[config.mk]
export PLATFORM = sky130hd
export DESIGN_NAME = inclinometer_poll_retry_decoder_flat
export DESIGN_NICKNAME = d
export VERILOG_FILES = /design/src/hdl/ipr_pkg.sv /design/src/hdl/ipr_if.sv /design/src/hdl/ipr_frame_decode.sv /design/src/hdl/ipr_sequencer.sv /design/src/hdl/ipr_result_queue.sv /design/src/hdl/inclinometer_poll_retry_decoder.sv /design/src/flat_wrapper.sv
export SDC_FILE = /design/constraint.sdc
export NUM_CORES = 1
export LEC_CHECK = 0
export BUFFER_PORTS_ARGS = -buffer_cell sky130_fd_sc_hd__buf_2
export CORE_UTILIZATION = 39
export DETAILED_ROUTE_END_ITERATION = 8
export GPL_TIMING_DRIVEN = 0
export PLACE_DENSITY_LB_ADDON = 0.1
export SYNTH_ARGS = -nofsm -noshare
export SYNTH_HDL_FRONTEND = slang
export SYNTH_HIERARCHICAL = 1
export SYNTH_SLANG_ARGS = --single-unit
[constraint.sdc]
create_clock -name clock -period 8.2 [get_ports clock]
set_input_delay 1.23 -clock clock [delete_from_list [all_inputs] [get_ports clock]]
set_output_delay 1.23 -clock clock [all_outputs]
set_load 0.02 [all_outputs]
[src/hdl/ipr_pkg.sv]
// Shared types, codes and helper functions for the inclinometer poll and retry decoder.
// Used by the channel interfaces and by every module of the block; depends on nothing.
`timescale 1ns / 1ps
`default_nettype none

package ipr_pkg;

   // Event codes carried by an input transaction.
   typedef enum logic [1:0] {
      ACT_START         = 2'd0,
      ACT_POWER_EXPIRED = 2'd1,
      ACT_TIMEOUT       = 2'd2,
      ACT_REPLY         = 2'd3
   } action_type;

   // Command codes carried by a result transaction.
   typedef enum logic [2:0] {
      CMD_POWER_ON = 3'd0,
      CMD_REQUEST  = 3'd1,
      CMD_RECORD   = 3'd2,
      CMD_END      = 3'd3,
      CMD_RELEASE  = 3'd4
   } cmd_type;

   // Phase of the reading sequence.
   typedef enum logic [1:0] {
      PH_INIT     = 2'd0,
      PH_POWER_ON = 2'd1,
      PH_COLLECT  = 2'd2,
      PH_END      = 2'd3
   } phase_type;

   // Register indexes of the configuration port.
   typedef enum logic [1:0] {
      REG_POWER_WAIT    = 2'd0,
      REG_REPLY_TIMEOUT = 2'd1,
      REG_RETRY_LIMIT   = 2'd2,
      REG_DEGREE_LIMIT  = 2'd3
   } reg_index_type;

   localparam logic [15:0] POWER_WAIT_RESET    = 16'd1000;
   localparam logic [15:0] REPLY_TIMEOUT_RESET = 16'd1000;
   localparam logic [3:0]  RETRY_LIMIT_RESET   = 4'd3;
   localparam logic [9:0]  DEGREE_LIMIT_RESET  = 10'd30;
   localparam logic [3:0]  FAIL_MAX            = 4'hf;
   localparam logic [10:0] DEG_HUNDRED         = 11'd100;
   localparam logic [14:0] FRAC_HUNDRED        = 15'd100;
   localparam logic [7:0]  BCD_CORRECTION      = 8'd6;

   // One input transaction as held in the input register.
   typedef struct packed {
      action_type  action;
      logic [7:0]  battery_level;
      logic [7:0]  x_sign_hundreds;
      logic [7:0]  x_degrees_low;
      logic [7:0]  x_fraction_high;
      logic [7:0]  x_fraction_low;
      logic [7:0]  y_sign_hundreds;
      logic [7:0]  y_degrees_low;
      logic [7:0]  y_fraction_high;
      logic [7:0]  y_fraction_low;
   } item_type;

   // Packed record bytes that accompany a record command.
   typedef struct packed {
      logic [7:0] signs_byte;
      logic [7:0] x_degrees_byte;
      logic [7:0] x_fraction_lsb;
      logic [7:0] x_fraction_msb;
      logic [7:0] y_degrees_byte;
      logic [7:0] y_fraction_lsb;
      logic [7:0] y_fraction_msb;
      logic [7:0] record_battery;
   } record_type;

   // Outcome of decoding a sensor frame.
   typedef struct packed {
      logic       rejected;
      record_type record;
   } frame_eval_type;

   // Up to three commands produced by one event, oldest first.
   typedef struct packed {
      logic [1:0]            count;
      cmd_type [2:0]         cmd;
   } run_type;

   // Decode one BCD byte: each high nibble step counts ten, not sixteen.
   function automatic logic [7:0] bcd_to_bin(input logic [7:0] b);
      logic [7:0] tens;
      tens = {4'd0, b[7:4]};
      return b - 8'(tens * BCD_CORRECTION);
   endfunction

endpackage

`default_nettype wire

[src/hdl/ipr_if.sv]
// Valid/ready channel interfaces for the event input and the command output.
// Depends on ipr_pkg for the action and command codes.
`timescale 1ns / 1ps
`default_nettype none

interface ipr_req_if;
   logic                valid;
   logic                ready;
   ipr_pkg::action_type action;
   logic [7:0]          battery_level;
   logic [7:0]          x_sign_hundreds;
   logic [7:0]          x_degrees_low;
   logic [7:0]          x_fraction_high;
   logic [7:0]          x_fraction_low;
   logic [7:0]          y_sign_hundreds;
   logic [7:0]          y_degrees_low;
   logic [7:0]          y_fraction_high;
   logic [7:0]          y_fraction_low;

   modport source (
      output valid, action, battery_level, x_sign_hundreds, x_degrees_low,
             x_fraction_high, x_fraction_low, y_sign_hundreds, y_degrees_low,
             y_fraction_high, y_fraction_low,
      input  ready
   );
   modport sink (
      input  valid, action, battery_level, x_sign_hundreds, x_degrees_low,
             x_fraction_high, x_fraction_low, y_sign_hundreds, y_degrees_low,
             y_fraction_high, y_fraction_low,
      output ready
   );
endinterface

interface ipr_rsp_if;
   logic             valid;
   logic             ready;
   ipr_pkg::cmd_type command;
   logic             last_of_run;
   logic [15:0]      timer_length_ms;
   logic [7:0]       signs_byte;
   logic [7:0]       x_degrees_byte;
   logic [7:0]       x_fraction_lsb;
   logic [7:0]       x_fraction_msb;
   logic [7:0]       y_degrees_byte;
   logic [7:0]       y_fraction_lsb;
   logic [7:0]       y_fraction_msb;
   logic [7:0]       record_battery;

   modport source (
      output valid, command, last_of_run, timer_length_ms, signs_byte,
             x_degrees_byte, x_fraction_lsb, x_fraction_msb, y_degrees_byte,
             y_fraction_lsb, y_fraction_msb, record_battery,
      input  ready
   );
   modport sink (
      input  valid, command, last_of_run, timer_length_ms, signs_byte,
             x_degrees_byte, x_fraction_lsb, x_fraction_msb, y_degrees_byte,
             y_fraction_lsb, y_fraction_msb, record_battery,
      output ready
   );
endinterface

`default_nettype wire

[src/hdl/ipr_frame_decode.sv]
// Combinational decode of the eight sensor frame bytes into record bytes and a plausibility flag.
// Depends on ipr_pkg for the item and record types and the BCD helper.
`timescale 1ns / 1ps
`default_nettype none

module ipr_frame_decode (
   input  wire ipr_pkg::item_type       item,
   input  wire logic [9:0]              degree_limit,
   output ipr_pkg::frame_eval_type      eval
);
   import ipr_pkg::*;

   logic [10:0] x_degrees;
   logic [10:0] y_degrees;
   logic [14:0] x_fraction;
   logic [14:0] y_fraction;

   // Whole degrees: hundreds nibble times one hundred plus the decoded tens and units.
   always_comb begin
      x_degrees = 11'(item.x_sign_hundreds[3:0]) * DEG_HUNDRED
                + 11'(bcd_to_bin(item.x_degrees_low));
      y_degrees = 11'(item.y_sign_hundreds[3:0]) * DEG_HUNDRED
                + 11'(bcd_to_bin(item.y_degrees_low));
   end

   // Fractions: high digit pair times one hundred plus the low digit pair.
   always_comb begin
      x_fraction = 15'(bcd_to_bin(item.x_fraction_high)) * FRAC_HUNDRED
                 + 15'(bcd_to_bin(item.x_fraction_low));
      y_fraction = 15'(bcd_to_bin(item.y_fraction_high)) * FRAC_HUNDRED
                 + 15'(bcd_to_bin(item.y_fraction_low));
   end

   // The reading is implausible only when both axes exceed the limit.
   always_comb begin
      eval.rejected              = (x_degrees > {1'b0, degree_limit})
                                && (y_degrees > {1'b0, degree_limit});
      eval.record.signs_byte     = {item.x_sign_hundreds[7:4], item.y_sign_hundreds[7:4]};
      eval.record.x_degrees_byte = x_degrees[7:0];
      eval.record.x_fraction_lsb = x_fraction[7:0];
      eval.record.x_fraction_msb = {1'b0, x_fraction[14:8]};
      eval.record.y_degrees_byte = y_degrees[7:0];
      eval.record.y_fraction_lsb = y_fraction[7:0];
      eval.record.y_fraction_msb = {1'b0, y_fraction[14:8]};
      eval.record.record_battery = 8'd0;
   end

endmodule

`default_nettype wire

[src/hdl/ipr_sequencer.sv]
// Reading sequencer: holds phase, failure count and battery, and turns one event into commands.
// Depends on ipr_pkg for codes and types; fed by ipr_frame_decode.
`timescale 1ns / 1ps
`default_nettype none

module ipr_sequencer (
   input  wire logic                    clock,
   input  wire logic                    reset,
   input  wire logic                    load,
   input  wire ipr_pkg::item_type       item,
   input  wire ipr_pkg::frame_eval_type eval,
   input  wire logic [3:0]              retry_limit,
   output ipr_pkg::run_type             run,
   output ipr_pkg::record_type          record
);
   import ipr_pkg::*;

   phase_type  phase_ff;
   phase_type  phase_in;
   logic [3:0] fail_count_ff;
   logic [3:0] fail_count_in;
   logic [7:0] held_battery_ff;
   logic [7:0] held_battery_in;
   logic [3:0] fail_bumped;

   // Sequence state is updated when the event is handed to the result queue.
   always_ff @(posedge clock) begin
      if (reset) begin
         phase_ff        <= PH_INIT;
         fail_count_ff   <= 4'd0;
         held_battery_ff <= 8'd0;
      end else if (load) begin
         phase_ff        <= phase_in;
         fail_count_ff   <= fail_count_in;
         held_battery_ff <= held_battery_in;
      end
   end

   // Failure count that saturates at its maximum.
   assign fail_bumped = (fail_count_ff == FAIL_MAX) ? FAIL_MAX : fail_count_ff + 4'd1;

   // The record always carries the battery level held at the last start.
   always_comb begin
      record                = eval.record;
      record.record_battery = held_battery_ff;
   end

   // Decision for one event: next state and the list of commands.
   always_comb begin
      phase_in        = phase_ff;
      fail_count_in   = fail_count_ff;
      held_battery_in = held_battery_ff;
      run.count       = 2'd1;
      run.cmd[0]      = CMD_RELEASE;
      run.cmd[1]      = CMD_END;
      run.cmd[2]      = CMD_END;
      unique case (item.action)
         ACT_START: begin
            held_battery_in = item.battery_level;
            phase_in        = PH_POWER_ON;
            run.cmd[0]      = CMD_POWER_ON;
         end
         ACT_POWER_EXPIRED: begin
            phase_in   = PH_COLLECT;
            run.cmd[0] = CMD_REQUEST;
         end
         ACT_TIMEOUT: begin
            if (fail_count_ff >= retry_limit) begin
               fail_count_in = 4'd0;
               phase_in      = PH_END;
               run.count     = 2'd2;
            end else begin
               phase_in      = PH_COLLECT;
               fail_count_in = fail_bumped;
               run.cmd[0]    = CMD_REQUEST;
            end
         end
         ACT_REPLY: begin
            // Release comes first; the reply only counts while collecting.
            if (phase_ff == PH_COLLECT) begin
               run.count = 2'd2;
               if (eval.rejected) begin
                  if (fail_bumped >= retry_limit) begin
                     fail_count_in = 4'd0;
                     phase_in      = PH_END;
                  end else begin
                     fail_count_in = fail_bumped;
                     run.cmd[1]    = CMD_REQUEST;
                  end
               end else begin
                  fail_count_in = 4'd0;
                  phase_in      = PH_END;
                  run.count     = 2'd3;
                  run.cmd[1]    = CMD_RECORD;
               end
            end
         end
      endcase
   end

endmodule

`default_nettype wire

[src/hdl/ipr_result_queue.sv]
// Result register that plays out the commands of one event, one transaction per cycle while the receiver is ready.
// Depends on ipr_pkg for the run and record types and the command codes.
`timescale 1ns / 1ps
`default_nettype none

module ipr_result_queue (
   input  wire logic                clock,
   input  wire logic                reset,
   input  wire logic                load,
   input  wire ipr_pkg::run_type    run,
   input  wire ipr_pkg::record_type record,
   input  wire logic [15:0]         power_wait_ms,
   input  wire logic [15:0]         reply_timeout_ms,
   output logic                     free,
   ipr_rsp_if.source                rsp
);
   import ipr_pkg::*;

   cmd_type    cmd_ff [3];
   logic [1:0] left_ff;
   record_type record_ff;
   logic       take;
   logic       is_record;

   assign take      = rsp.valid && rsp.ready;
   assign free      = (left_ff == 2'd0) || (take && rsp.last_of_run);
   assign is_record = (cmd_ff[0] == CMD_RECORD);

   // Remaining command count; the oldest command sits in entry zero.
   always_ff @(posedge clock) begin
      if (reset) begin
         left_ff <= 2'd0;
      end else if (load) begin
         left_ff <= run.count;
      end else if (take) begin
         left_ff <= left_ff - 2'd1;
      end
   end

   // Command entries and record bytes; entries shift down as transactions leave.
   always_ff @(posedge clock) begin
      if (load) begin
         cmd_ff[0] <= run.cmd[0];
         cmd_ff[1] <= run.cmd[1];
         cmd_ff[2] <= run.cmd[2];
         record_ff <= record;
      end else if (take) begin
         cmd_ff[0] <= cmd_ff[1];
         cmd_ff[1] <= cmd_ff[2];
      end
   end

   // Result fields; record bytes are shown only with the record command.
   always_comb begin
      rsp.valid       = (left_ff != 2'd0);
      rsp.command     = cmd_ff[0];
      rsp.last_of_run = (left_ff == 2'd1);
      priority if (cmd_ff[0] == CMD_POWER_ON) begin
         rsp.timer_length_ms = power_wait_ms;
      end else if (cmd_ff[0] == CMD_REQUEST) begin
         rsp.timer_length_ms = reply_timeout_ms;
      end else begin
         rsp.timer_length_ms = 16'd0;
      end
      rsp.signs_byte     = is_record ? record_ff.signs_byte     : 8'd0;
      rsp.x_degrees_byte = is_record ? record_ff.x_degrees_byte : 8'd0;
      rsp.x_fraction_lsb = is_record ? record_ff.x_fraction_lsb : 8'd0;
      rsp.x_fraction_msb = is_record ? record_ff.x_fraction_msb : 8'd0;
      rsp.y_degrees_byte = is_record ? record_ff.y_degrees_byte : 8'd0;
      rsp.y_fraction_lsb = is_record ? record_ff.y_fraction_lsb : 8'd0;
      rsp.y_fraction_msb = is_record ? record_ff.y_fraction_msb : 8'd0;
      rsp.record_battery = is_record ? record_ff.record_battery : 8'd0;
   end

   // A new run is only loaded once the previous one has fully left.
   a_load_when_free: assert property (@(posedge clock) disable iff (reset)
      load |-> free)
      else $error("run loaded over undelivered commands");

   // A record is never the final command of a run.
   a_record_not_last: assert property (@(posedge clock) disable iff (reset)
      rsp.valid && is_record |-> left_ff == 2'd2)
      else $error("record command not followed by end");

   // Taking a non-final transaction leaves the next one waiting.
   a_run_continues: assert property (@(posedge clock) disable iff (reset)
      take && !rsp.last_of_run |=> rsp.valid)
      else $error("run stopped before its last transaction");

   // The last transaction of a run is never a record.
   a_last_kind: assert property (@(posedge clock) disable iff (reset)
      rsp.valid && rsp.last_of_run |-> rsp.command == CMD_POWER_ON
         || rsp.command == CMD_REQUEST || rsp.command == CMD_END
         || rsp.command == CMD_RELEASE)
      else $error("run ended on a record");

endmodule

`default_nettype wire

[src/hdl/inclinometer_poll_retry_decoder.sv]
// Top level of the inclinometer poll and retry decoder: input register, configuration registers.
// Depends on ipr_pkg, ipr_if, ipr_frame_decode, ipr_sequencer and ipr_result_queue.
`timescale 1ns / 1ps
`default_nettype none

// Each event transaction (start, power wait expired, reply timeout, reply received) yields one
// to three command transactions on the response channel, the last flagged by last_of_run. An
// event is taken into an input register, decoded in a single pass and handed to the result
// register once that register is free; the result register then issues one command per cycle
// while the response channel is ready. A new event is accepted into the input register while
// the previous commands are still being delivered. Configuration registers should be written
// only while no event is in flight.
module inclinometer_poll_retry_decoder (
   input  wire logic        clock,
   input  wire logic        reset,
   input  wire logic        csr_write_enable,
   input  wire logic [1:0]  csr_index,
   input  wire logic [15:0] csr_write_data,
   ipr_req_if.sink          req_chan,
   ipr_rsp_if.source        rsp_chan
);
   import ipr_pkg::*;

   logic           in_valid_ff;
   item_type       item_ff;
   logic [15:0]    power_wait_ff;
   logic [15:0]    reply_timeout_ff;
   logic [3:0]     retry_limit_ff;
   logic [9:0]     degree_limit_ff;
   logic           queue_free;
   logic           load;
   logic           accept;
   frame_eval_type eval;
   run_type        run;
   record_type     record;

   assign load           = in_valid_ff && queue_free;
   assign req_chan.ready = !in_valid_ff || load;
   assign accept         = req_chan.valid && req_chan.ready;

   // Configuration registers.
   always_ff @(posedge clock) begin
      if (reset) begin
         power_wait_ff    <= POWER_WAIT_RESET;
         reply_timeout_ff <= REPLY_TIMEOUT_RESET;
         retry_limit_ff   <= RETRY_LIMIT_RESET;
         degree_limit_ff  <= DEGREE_LIMIT_RESET;
      end else if (csr_write_enable) begin
         unique case (reg_index_type'(csr_index))
            REG_POWER_WAIT:    power_wait_ff    <= csr_write_data;
            REG_REPLY_TIMEOUT: reply_timeout_ff <= csr_write_data;
            REG_RETRY_LIMIT:   retry_limit_ff   <= csr_write_data[3:0];
            REG_DEGREE_LIMIT:  degree_limit_ff  <= csr_write_data[9:0];
         endcase
      end
   end

   // Input register occupancy.
   always_ff @(posedge clock) begin
      if (reset) begin
         in_valid_ff <= 1'b0;
      end else if (accept) begin
         in_valid_ff <= 1'b1;
      end else if (load) begin
         in_valid_ff <= 1'b0;
      end
   end

   // Input register payload.
   always_ff @(posedge clock) begin
      if (accept) begin
         item_ff.action          <= req_chan.action;
         item_ff.battery_level   <= req_chan.battery_level;
         item_ff.x_sign_hundreds <= req_chan.x_sign_hundreds;
         item_ff.x_degrees_low   <= req_chan.x_degrees_low;
         item_ff.x_fraction_high <= req_chan.x_fraction_high;
         item_ff.x_fraction_low  <= req_chan.x_fraction_low;
         item_ff.y_sign_hundreds <= req_chan.y_sign_hundreds;
         item_ff.y_degrees_low   <= req_chan.y_degrees_low;
         item_ff.y_fraction_high <= req_chan.y_fraction_high;
         item_ff.y_fraction_low  <= req_chan.y_fraction_low;
      end
   end

   ipr_frame_decode u_frame_decode (
      .item         (item_ff),
      .degree_limit (degree_limit_ff),
      .eval         (eval)
   );

   ipr_sequencer u_sequencer (
      .clock       (clock),
      .reset       (reset),
      .load        (load),
      .item        (item_ff),
      .eval        (eval),
      .retry_limit (retry_limit_ff),
      .run         (run),
      .record      (record)
   );

   ipr_result_queue u_result_queue (
      .clock            (clock),
      .reset            (reset),
      .load             (load),
      .run              (run),
      .record           (record),
      .power_wait_ms    (power_wait_ff),
      .reply_timeout_ms (reply_timeout_ff),
      .free             (queue_free),
      .rsp              (rsp_chan)
   );

endmodule

`default_nettype wire
[src/flat_wrapper.sv]
// flat-port wrapper written by rule: the top's interface ports become plain ports
module inclinometer_poll_retry_decoder_flat import ipr_pkg::*;
  (clock, reset, csr_write_enable, csr_index, csr_write_data, req_chan_valid, req_chan_action, req_chan_battery_level, req_chan_x_sign_hundreds, req_chan_x_degrees_low, req_chan_x_fraction_high, req_chan_x_fraction_low, req_chan_y_sign_hundreds, req_chan_y_degrees_low, req_chan_y_fraction_high, req_chan_y_fraction_low, req_chan_ready, rsp_chan_valid, rsp_chan_command, rsp_chan_last_of_run, rsp_chan_timer_length_ms, rsp_chan_signs_byte, rsp_chan_x_degrees_byte, rsp_chan_x_fraction_lsb, rsp_chan_x_fraction_msb, rsp_chan_y_degrees_byte, rsp_chan_y_fraction_lsb, rsp_chan_y_fraction_msb, rsp_chan_record_battery, rsp_chan_ready);
  ipr_req_if req_chan_i ();
  ipr_rsp_if rsp_chan_i ();
  input  wire logic clock;
  input  wire logic reset;
  input  wire logic csr_write_enable;
  input  wire logic [1:0] csr_index;
  input  wire logic [15:0] csr_write_data;
  input wire logic [$bits(req_chan_i.valid)-1:0] req_chan_valid;
  input wire logic [$bits(req_chan_i.action)-1:0] req_chan_action;
  input wire logic [$bits(req_chan_i.battery_level)-1:0] req_chan_battery_level;
  input wire logic [$bits(req_chan_i.x_sign_hundreds)-1:0] req_chan_x_sign_hundreds;
  input wire logic [$bits(req_chan_i.x_degrees_low)-1:0] req_chan_x_degrees_low;
  input wire logic [$bits(req_chan_i.x_fraction_high)-1:0] req_chan_x_fraction_high;
  input wire logic [$bits(req_chan_i.x_fraction_low)-1:0] req_chan_x_fraction_low;
  input wire logic [$bits(req_chan_i.y_sign_hundreds)-1:0] req_chan_y_sign_hundreds;
  input wire logic [$bits(req_chan_i.y_degrees_low)-1:0] req_chan_y_degrees_low;
  input wire logic [$bits(req_chan_i.y_fraction_high)-1:0] req_chan_y_fraction_high;
  input wire logic [$bits(req_chan_i.y_fraction_low)-1:0] req_chan_y_fraction_low;
  output wire logic [$bits(req_chan_i.ready)-1:0] req_chan_ready;
  output wire logic [$bits(rsp_chan_i.valid)-1:0] rsp_chan_valid;
  output wire logic [$bits(rsp_chan_i.command)-1:0] rsp_chan_command;
  output wire logic [$bits(rsp_chan_i.last_of_run)-1:0] rsp_chan_last_of_run;
  output wire logic [$bits(rsp_chan_i.timer_length_ms)-1:0] rsp_chan_timer_length_ms;
  output wire logic [$bits(rsp_chan_i.signs_byte)-1:0] rsp_chan_signs_byte;
  output wire logic [$bits(rsp_chan_i.x_degrees_byte)-1:0] rsp_chan_x_degrees_byte;
  output wire logic [$bits(rsp_chan_i.x_fraction_lsb)-1:0] rsp_chan_x_fraction_lsb;
  output wire logic [$bits(rsp_chan_i.x_fraction_msb)-1:0] rsp_chan_x_fraction_msb;
  output wire logic [$bits(rsp_chan_i.y_degrees_byte)-1:0] rsp_chan_y_degrees_byte;
  output wire logic [$bits(rsp_chan_i.y_fraction_lsb)-1:0] rsp_chan_y_fraction_lsb;
  output wire logic [$bits(rsp_chan_i.y_fraction_msb)-1:0] rsp_chan_y_fraction_msb;
  output wire logic [$bits(rsp_chan_i.record_battery)-1:0] rsp_chan_record_battery;
  input wire logic [$bits(rsp_chan_i.ready)-1:0] rsp_chan_ready;
  assign req_chan_i.valid = req_chan_valid;
  assign req_chan_i.action = req_chan_action;
  assign req_chan_i.battery_level = req_chan_battery_level;
  assign req_chan_i.x_sign_hundreds = req_chan_x_sign_hundreds;
  assign req_chan_i.x_degrees_low = req_chan_x_degrees_low;
  assign req_chan_i.x_fraction_high = req_chan_x_fraction_high;
  assign req_chan_i.x_fraction_low = req_chan_x_fraction_low;
  assign req_chan_i.y_sign_hundreds = req_chan_y_sign_hundreds;
  assign req_chan_i.y_degrees_low = req_chan_y_degrees_low;
  assign req_chan_i.y_fraction_high = req_chan_y_fraction_high;
  assign req_chan_i.y_fraction_low = req_chan_y_fraction_low;
  assign req_chan_ready = req_chan_i.ready;
  assign rsp_chan_valid = rsp_chan_i.valid;
  assign rsp_chan_command = rsp_chan_i.command;
  assign rsp_chan_last_of_run = rsp_chan_i.last_of_run;
  assign rsp_chan_timer_length_ms = rsp_chan_i.timer_length_ms;
  assign rsp_chan_signs_byte = rsp_chan_i.signs_byte;
  assign rsp_chan_x_degrees_byte = rsp_chan_i.x_degrees_byte;
  assign rsp_chan_x_fraction_lsb = rsp_chan_i.x_fraction_lsb;
  assign rsp_chan_x_fraction_msb = rsp_chan_i.x_fraction_msb;
  assign rsp_chan_y_degrees_byte = rsp_chan_i.y_degrees_byte;
  assign rsp_chan_y_fraction_lsb = rsp_chan_i.y_fraction_lsb;
  assign rsp_chan_y_fraction_msb = rsp_chan_i.y_fraction_msb;
  assign rsp_chan_record_battery = rsp_chan_i.record_battery;
  assign rsp_chan_i.ready = rsp_chan_ready;
  inclinometer_poll_retry_decoder u_core (.clock(clock), .reset(reset), .csr_write_enable(csr_write_enable), .csr_index(csr_index), .csr_write_data(csr_write_data), .req_chan(req_chan_i), .rsp_chan(rsp_chan_i));
endmodule
======== Word-level counts from Yosys, hierarchy flattened ========
Memory sizes are Yosys's and may differ from the RTL's.
Index checks and enable logic that the tools add are counted.
storage, ports and cells
  register bits ........................... 199
  latch bits .............................. 0
  bits in writable memories ............... 9
  ROM bits ................................ 0
  input port bits ......................... 97
  output and inout bits ................... 86
  logic and storage cells ................. 134
  memories ................................ 1
memories
  name                          words  bits a word  read ports  clocked after Yosys merged registers in  wr ports  line                    RTL
  u_core.u_result_queue.cmd_ff  3      3            3           0                                        3         ipr_result_queue.sv:19  cmd_type cmd_ff [3];
operators by class
  add/subtract/negate cells ............... 12
  $mul .................................... 10
  divide/modulo/power cells ............... 0
  magnitude comparators ................... 4
  equal/unequal tests ..................... 13
  shift operators ......................... 0
  mux-type cells .......................... 42
  bitwise logic cells ..................... 2
  reduce and logical (&&, ||, !) cells .... 23
operators by type and width
  operator                                                               number
  8-bit two-way mux                                                      6
  8-bit by 7-bit subtractor with 8-bit output                            6
  4-bit by 2-bit multiplier with 6-bit output, second input constant     6
  16-bit two-way mux                                                     2
  15-bit by 8-bit adder with 15-bit output                               2
  8-bit by 5-bit multiplier with 13-bit output, second input constant    2
  11-bit by 8-bit adder with 11-bit output                               2
  11-bit by 10-bit > comparator with 1-bit output                        2
  4-bit two-way mux                                                      5
  4-bit by 5-bit multiplier with 9-bit output, second input constant     2
  3-bit two-way mux                                                      6
  2-bit two-way mux                                                      8
  7-bit two-way mux                                                      2
  2-bit equality test, second input constant                             5
  2-bit AND reduction                                                    5
  1-bit two-way mux                                                      9
  3-bit one-hot mux with 3 select lines                                  1
  4-bit >= comparator                                                    2
  2-bit one-hot mux with 4 select lines                                  1
  4-bit one-hot mux with 2 select lines                                  1
  2-bit nonzero test                                                     4
  2-bit by 1-bit equality test with 1-bit output, second input constant  3
  2-bit logical NOT                                                      3
  3-bit AND reduction                                                    2
  other kinds (13)                                                       19

======== Depth between registers and ports, before layout ========
  depth in word-level cells ............... 9
  gate-level depth with buffers ........... 27
  depth with buffers taken out ............ 27

======== By module ========
The synthesis kept the hierarchy.
by module, submodules not included
  module                           times used  cells an instance  area an instance (sq um)  seq. area each (sq um)
  ipr_frame_decode                 1           708                5723.0                    0.0
  inclinometer_poll_retry_decoder  1           264                4170.2                    3163.0
  ipr_result_queue                 1           210                3134.3                    2232.1
  ipr_sequencer                    1           162                1360.1                    280.3

======== Least setup slack after synthesis ========
OpenSTA, ideal clock, no wires.
  path kind ............................... flip-flop to flip-flop
  start ................................... register u_core/item_ff[13] (netlist bit)
  end ..................................... register u_core/u_result_queue/record_ff[13] (netlist bit) (data pin)
  setup time .............................. 0.251 ns
  data arrival time ....................... 4.809 ns
  data required time ...................... 7.949 ns
  path slack .............................. 3.140 ns
  cell stages (with the launch flop) ...... 23
  buffers on the path ..................... 2
  period minus slack after synthesis ...... 5.060 ns
  cell sequence ........................... edfxtp_1 -> ha_1 -> fa_1 -> inv_1 -> ha_1 -> o21ai_0 -> nand2b_1 -> xor2_1 -> ha_1 -> ha_1 -> inv_1 -> fa_1 -> inv_1 -> ha_1 -> buf_2 -> o21ai_0 -> o21bai_2 -> a21oi_2 -> xnor2_2 -> or4b_4 -> nor2_1 -> xnor2_1 -> buf_4
RTL lines
  what                  line                                   RTL
  start, declared       inclinometer_poll_retry_decoder.sv:25  item_type item_ff;
  end signal, assigned  ipr_result_queue.sv:46                 record_ff <= record;
  end, declared         ipr_result_queue.sv:21                 record_type record_ff;

==> reports/qor.txt <==
clk slew on worst S/H paths = 0.06 ns
Starting Density = 0.400
average size of a mapped cell = 10.7 um2
total design power = 6950 uW
Longest Clk Path Bufs = 3
Worst Hold Slack = 0.431 ns
type of the worst setup path = flip-flop to flip-flop
Critical Path Sink Type = flip-flop
final number of max-transition violations = 0
die extent in x = 194 um
Setup TNS Final = 0 ns
final weighted congestion of routability-driven global placement = 0.798
number of I/O port buffers = 182
floorplan core area = 0.0358 mm2
fraction of the cycle the final worst path needs = 0.675
Site Rows = 69
Post-CTS Resized = 0
# fillers = 3449
count of pins on the block boundary = 183
Peak supply drop = 0.253 mV
CP max stage delay = 0.46 ns
wire length of the first global-routing pass = 48300 um
worst-margin pin slew = 0.839 ns
initial detailed-routing violation count = 240
clock sink count = 210
routed length per placed instance = 14.4 um
post-CTS setup buffer count = 0
clock insertion delay at the later pin of the skew report = 0.55 ns
Max-Slew Margin vs Limit = 0.434
cell total after placement = 1985
final non-filler cell total = 2036
CTS tree = yes
min-delay worst type = flip-flop to flip-flop
area of the die = 0.0375 mm2
Tot GR Track Use = 0.160
aggregate routed wire length = 29400 um
fin crit period = 5.53 ns
TritonCTS buffer count = 26
Buf+Inv Stages, Crit Path = 1
TritonRoute pass-1 iters = 4
via total after detailed routing = 9487
via count of the first global-routing pass = 9693
Post-Route Skew = 0.0112 ns
placed wire-length estimate after detailed placement = 22500 um
static leakage = 0.00773 uW
layout cells sized above 1 = 0.226
Power Dens Cells = 414 mW/mm2
Max FO, Critical Path = 4
Max-cap violations = 0
Post-Syn Area = 0.0143 mm2
GRT overflow = 0
most used cell along the critical path = sky130_fd_sc_hd__ha_1
final count of negative-setup-slack endpoints = 0
CTS hold repair buffers = 0
Area Growth Syn to Fin = 17.2%
setup repair after global routing missed its margin = false
synthesized netlist cell count = 1336
synth warn = 6
Die Y = 194 um
kind of cell adding the most delay to the critical path = compound AO/OA/AOI/OAI gates
number of antenna violations at the first check in global routing = 7
result of the run = completed
final hold violation count = 0
data arrival time of the critical path = 5.83 ns
post-route DRC violation count = 0
required time worst endpoint = 8.49 ns
H-tree level count = 1
Post-layout nets = 1860
Via-to-Cell Ratio = 4.66
category of the worst setup path launch point = flip-flop
Clk Tree Root Cell = sky130_fd_sc_hd__clkbuf_16
worst-path cell with the longest stage delay = sky130_fd_sc_hd__edfxtp_1
largest net degree at the start of global routing = 54
Fmax achieved = 181 MHz
post-route ant nets = 0
==> registers in the layout, indices dropped and copies added (netlist names) <==
register / cells
u_core/degree_limit_ff: 10
u_core/reply_timeout_ff: 16
u_core/power_wait_ff: 16
u_core/u_result_queue/cmd_ff: 9
u_core/u_sequencer/held_battery_ff: 8
u_core/u_sequencer/fail_count_ff: 4
u_core/u_result_queue/record_ff: 64
u_core/in_valid_ff: 1
u_core/u_result_queue/left_ff: 2
u_core/item_ff: 74
u_core/u_sequencer/phase_ff: 2
u_core/retry_limit_ff: 4
==> through the flow <==
step / utilization / setup slack, ns / instance area (um2)
floorplan: - / 3.14 / 14300
global placement: 0.442 / 2.60 / 15800
detailed placement: 0.443 / 2.62 / 15900
CTS: 0.469 / 2.56 / 16800
global route: 0.469 / 2.18 / 16800
finish: 0.469 / 2.67 / 16800
==> placed cells by master (no fill, tap or decap), types with 6 or more instances in the layout <==
| cell type | instances |
|---|---|
| sky130_fd_sc_hd__o21bai_1 | 13 |
| sky130_fd_sc_hd__clkinv_2 | 7 |
| sky130_fd_sc_hd__ha_1 | 189 |
| sky130_fd_sc_hd__xor2_1 | 33 |
| sky130_fd_sc_hd__xnor2_1 | 73 |
| sky130_fd_sc_hd__clkbuf_16 | 27 |
| sky130_fd_sc_hd__a31oi_1 | 7 |
| sky130_fd_sc_hd__o21ai_0 | 24 |
| sky130_fd_sc_hd__fa_1 | 22 |
| sky130_fd_sc_hd__nand2b_1 | 60 |
| sky130_fd_sc_hd__nand3_1 | 10 |
| sky130_fd_sc_hd__buf_4 | 80 |
| sky130_fd_sc_hd__clkbuf_1 | 16 |
| sky130_fd_sc_hd__nor3_1 | 11 |
| sky130_fd_sc_hd__edfxtp_1 | 147 |
| sky130_fd_sc_hd__nor2b_1 | 16 |
| sky130_fd_sc_hd__mux2i_1 | 71 |
| sky130_fd_sc_hd__nand2_1 | 22 |
| sky130_fd_sc_hd__o21a_1 | 9 |
| sky130_fd_sc_hd__dfxtp_1 | 63 |
| sky130_fd_sc_hd__a21oi_1 | 61 |
| sky130_fd_sc_hd__and2_1 | 66 |
| sky130_fd_sc_hd__clkbuf_2 | 6 |
| sky130_fd_sc_hd__buf_2 | 190 |
| sky130_fd_sc_hd__o2bb2ai_1 | 6 |
| sky130_fd_sc_hd__nor2_1 | 114 |
| sky130_fd_sc_hd__mux2_2 | 6 |
| sky130_fd_sc_hd__conb_1 | 7 |
| sky130_fd_sc_hd__a21o_1 | 17 |
| sky130_fd_sc_hd__inv_1 | 116 |
==> path summary, 6_finish.rpt <==
kind | startpoint | to | slack (ns) | cells after the start
worst max register to register | u_core/item_ff[21] | u_core/u_result_queue/cmd_ff[0][4] | 2.67 | 26
worst max-delay path | u_core/item_ff[21] | u_core/u_result_queue/cmd_ff[0][4] | 2.67 | 26
worst min-delay path | u_core/u_sequencer/held_battery_ff[6] | u_core/u_result_queue/record_ff[6] | 0.43 | 0
worst min register to register | u_core/u_sequencer/held_battery_ff[6] | u_core/u_result_queue/record_ff[6] | 0.43 | 0
==> final cells by class <==
type | instances | area [um2] | area share
Multi-Input combinational cell | 905 | 7470 | 0.445
Sequential cell | 210 | 5680 | 0.338
Antenna cell | 3 | 7.51 | 0.000447
Tap cell | 461 | 577 | 0.0343
Clock inverter | 12 | 164 | 0.00976
Inverter | 116 | 435 | 0.0259
Buffer | 109 | 766 | 0.0456
Timing Repair Buffer | 184 | 958 | 0.0571
Clock buffer | 36 | 743 | 0.0442
==> power by group <==
group / internal (uW) / total (uW) / switching, uW
clock network: 756 / 1210 / 452
registers: 1470 / 1520 / 49.9
logic: 2160 / 4220 / 2060
==> per-layer routing <==
layer / share of wire / global-route usage
met1: 0.47 / 0.203
met2: 0.46 / 0.270
met3: 0.049 / 0.0391
met4: 0.021 / 0.0397
met5: 0.0021 / 0
No activity file was read; power rests on OpenSTA's default activity.
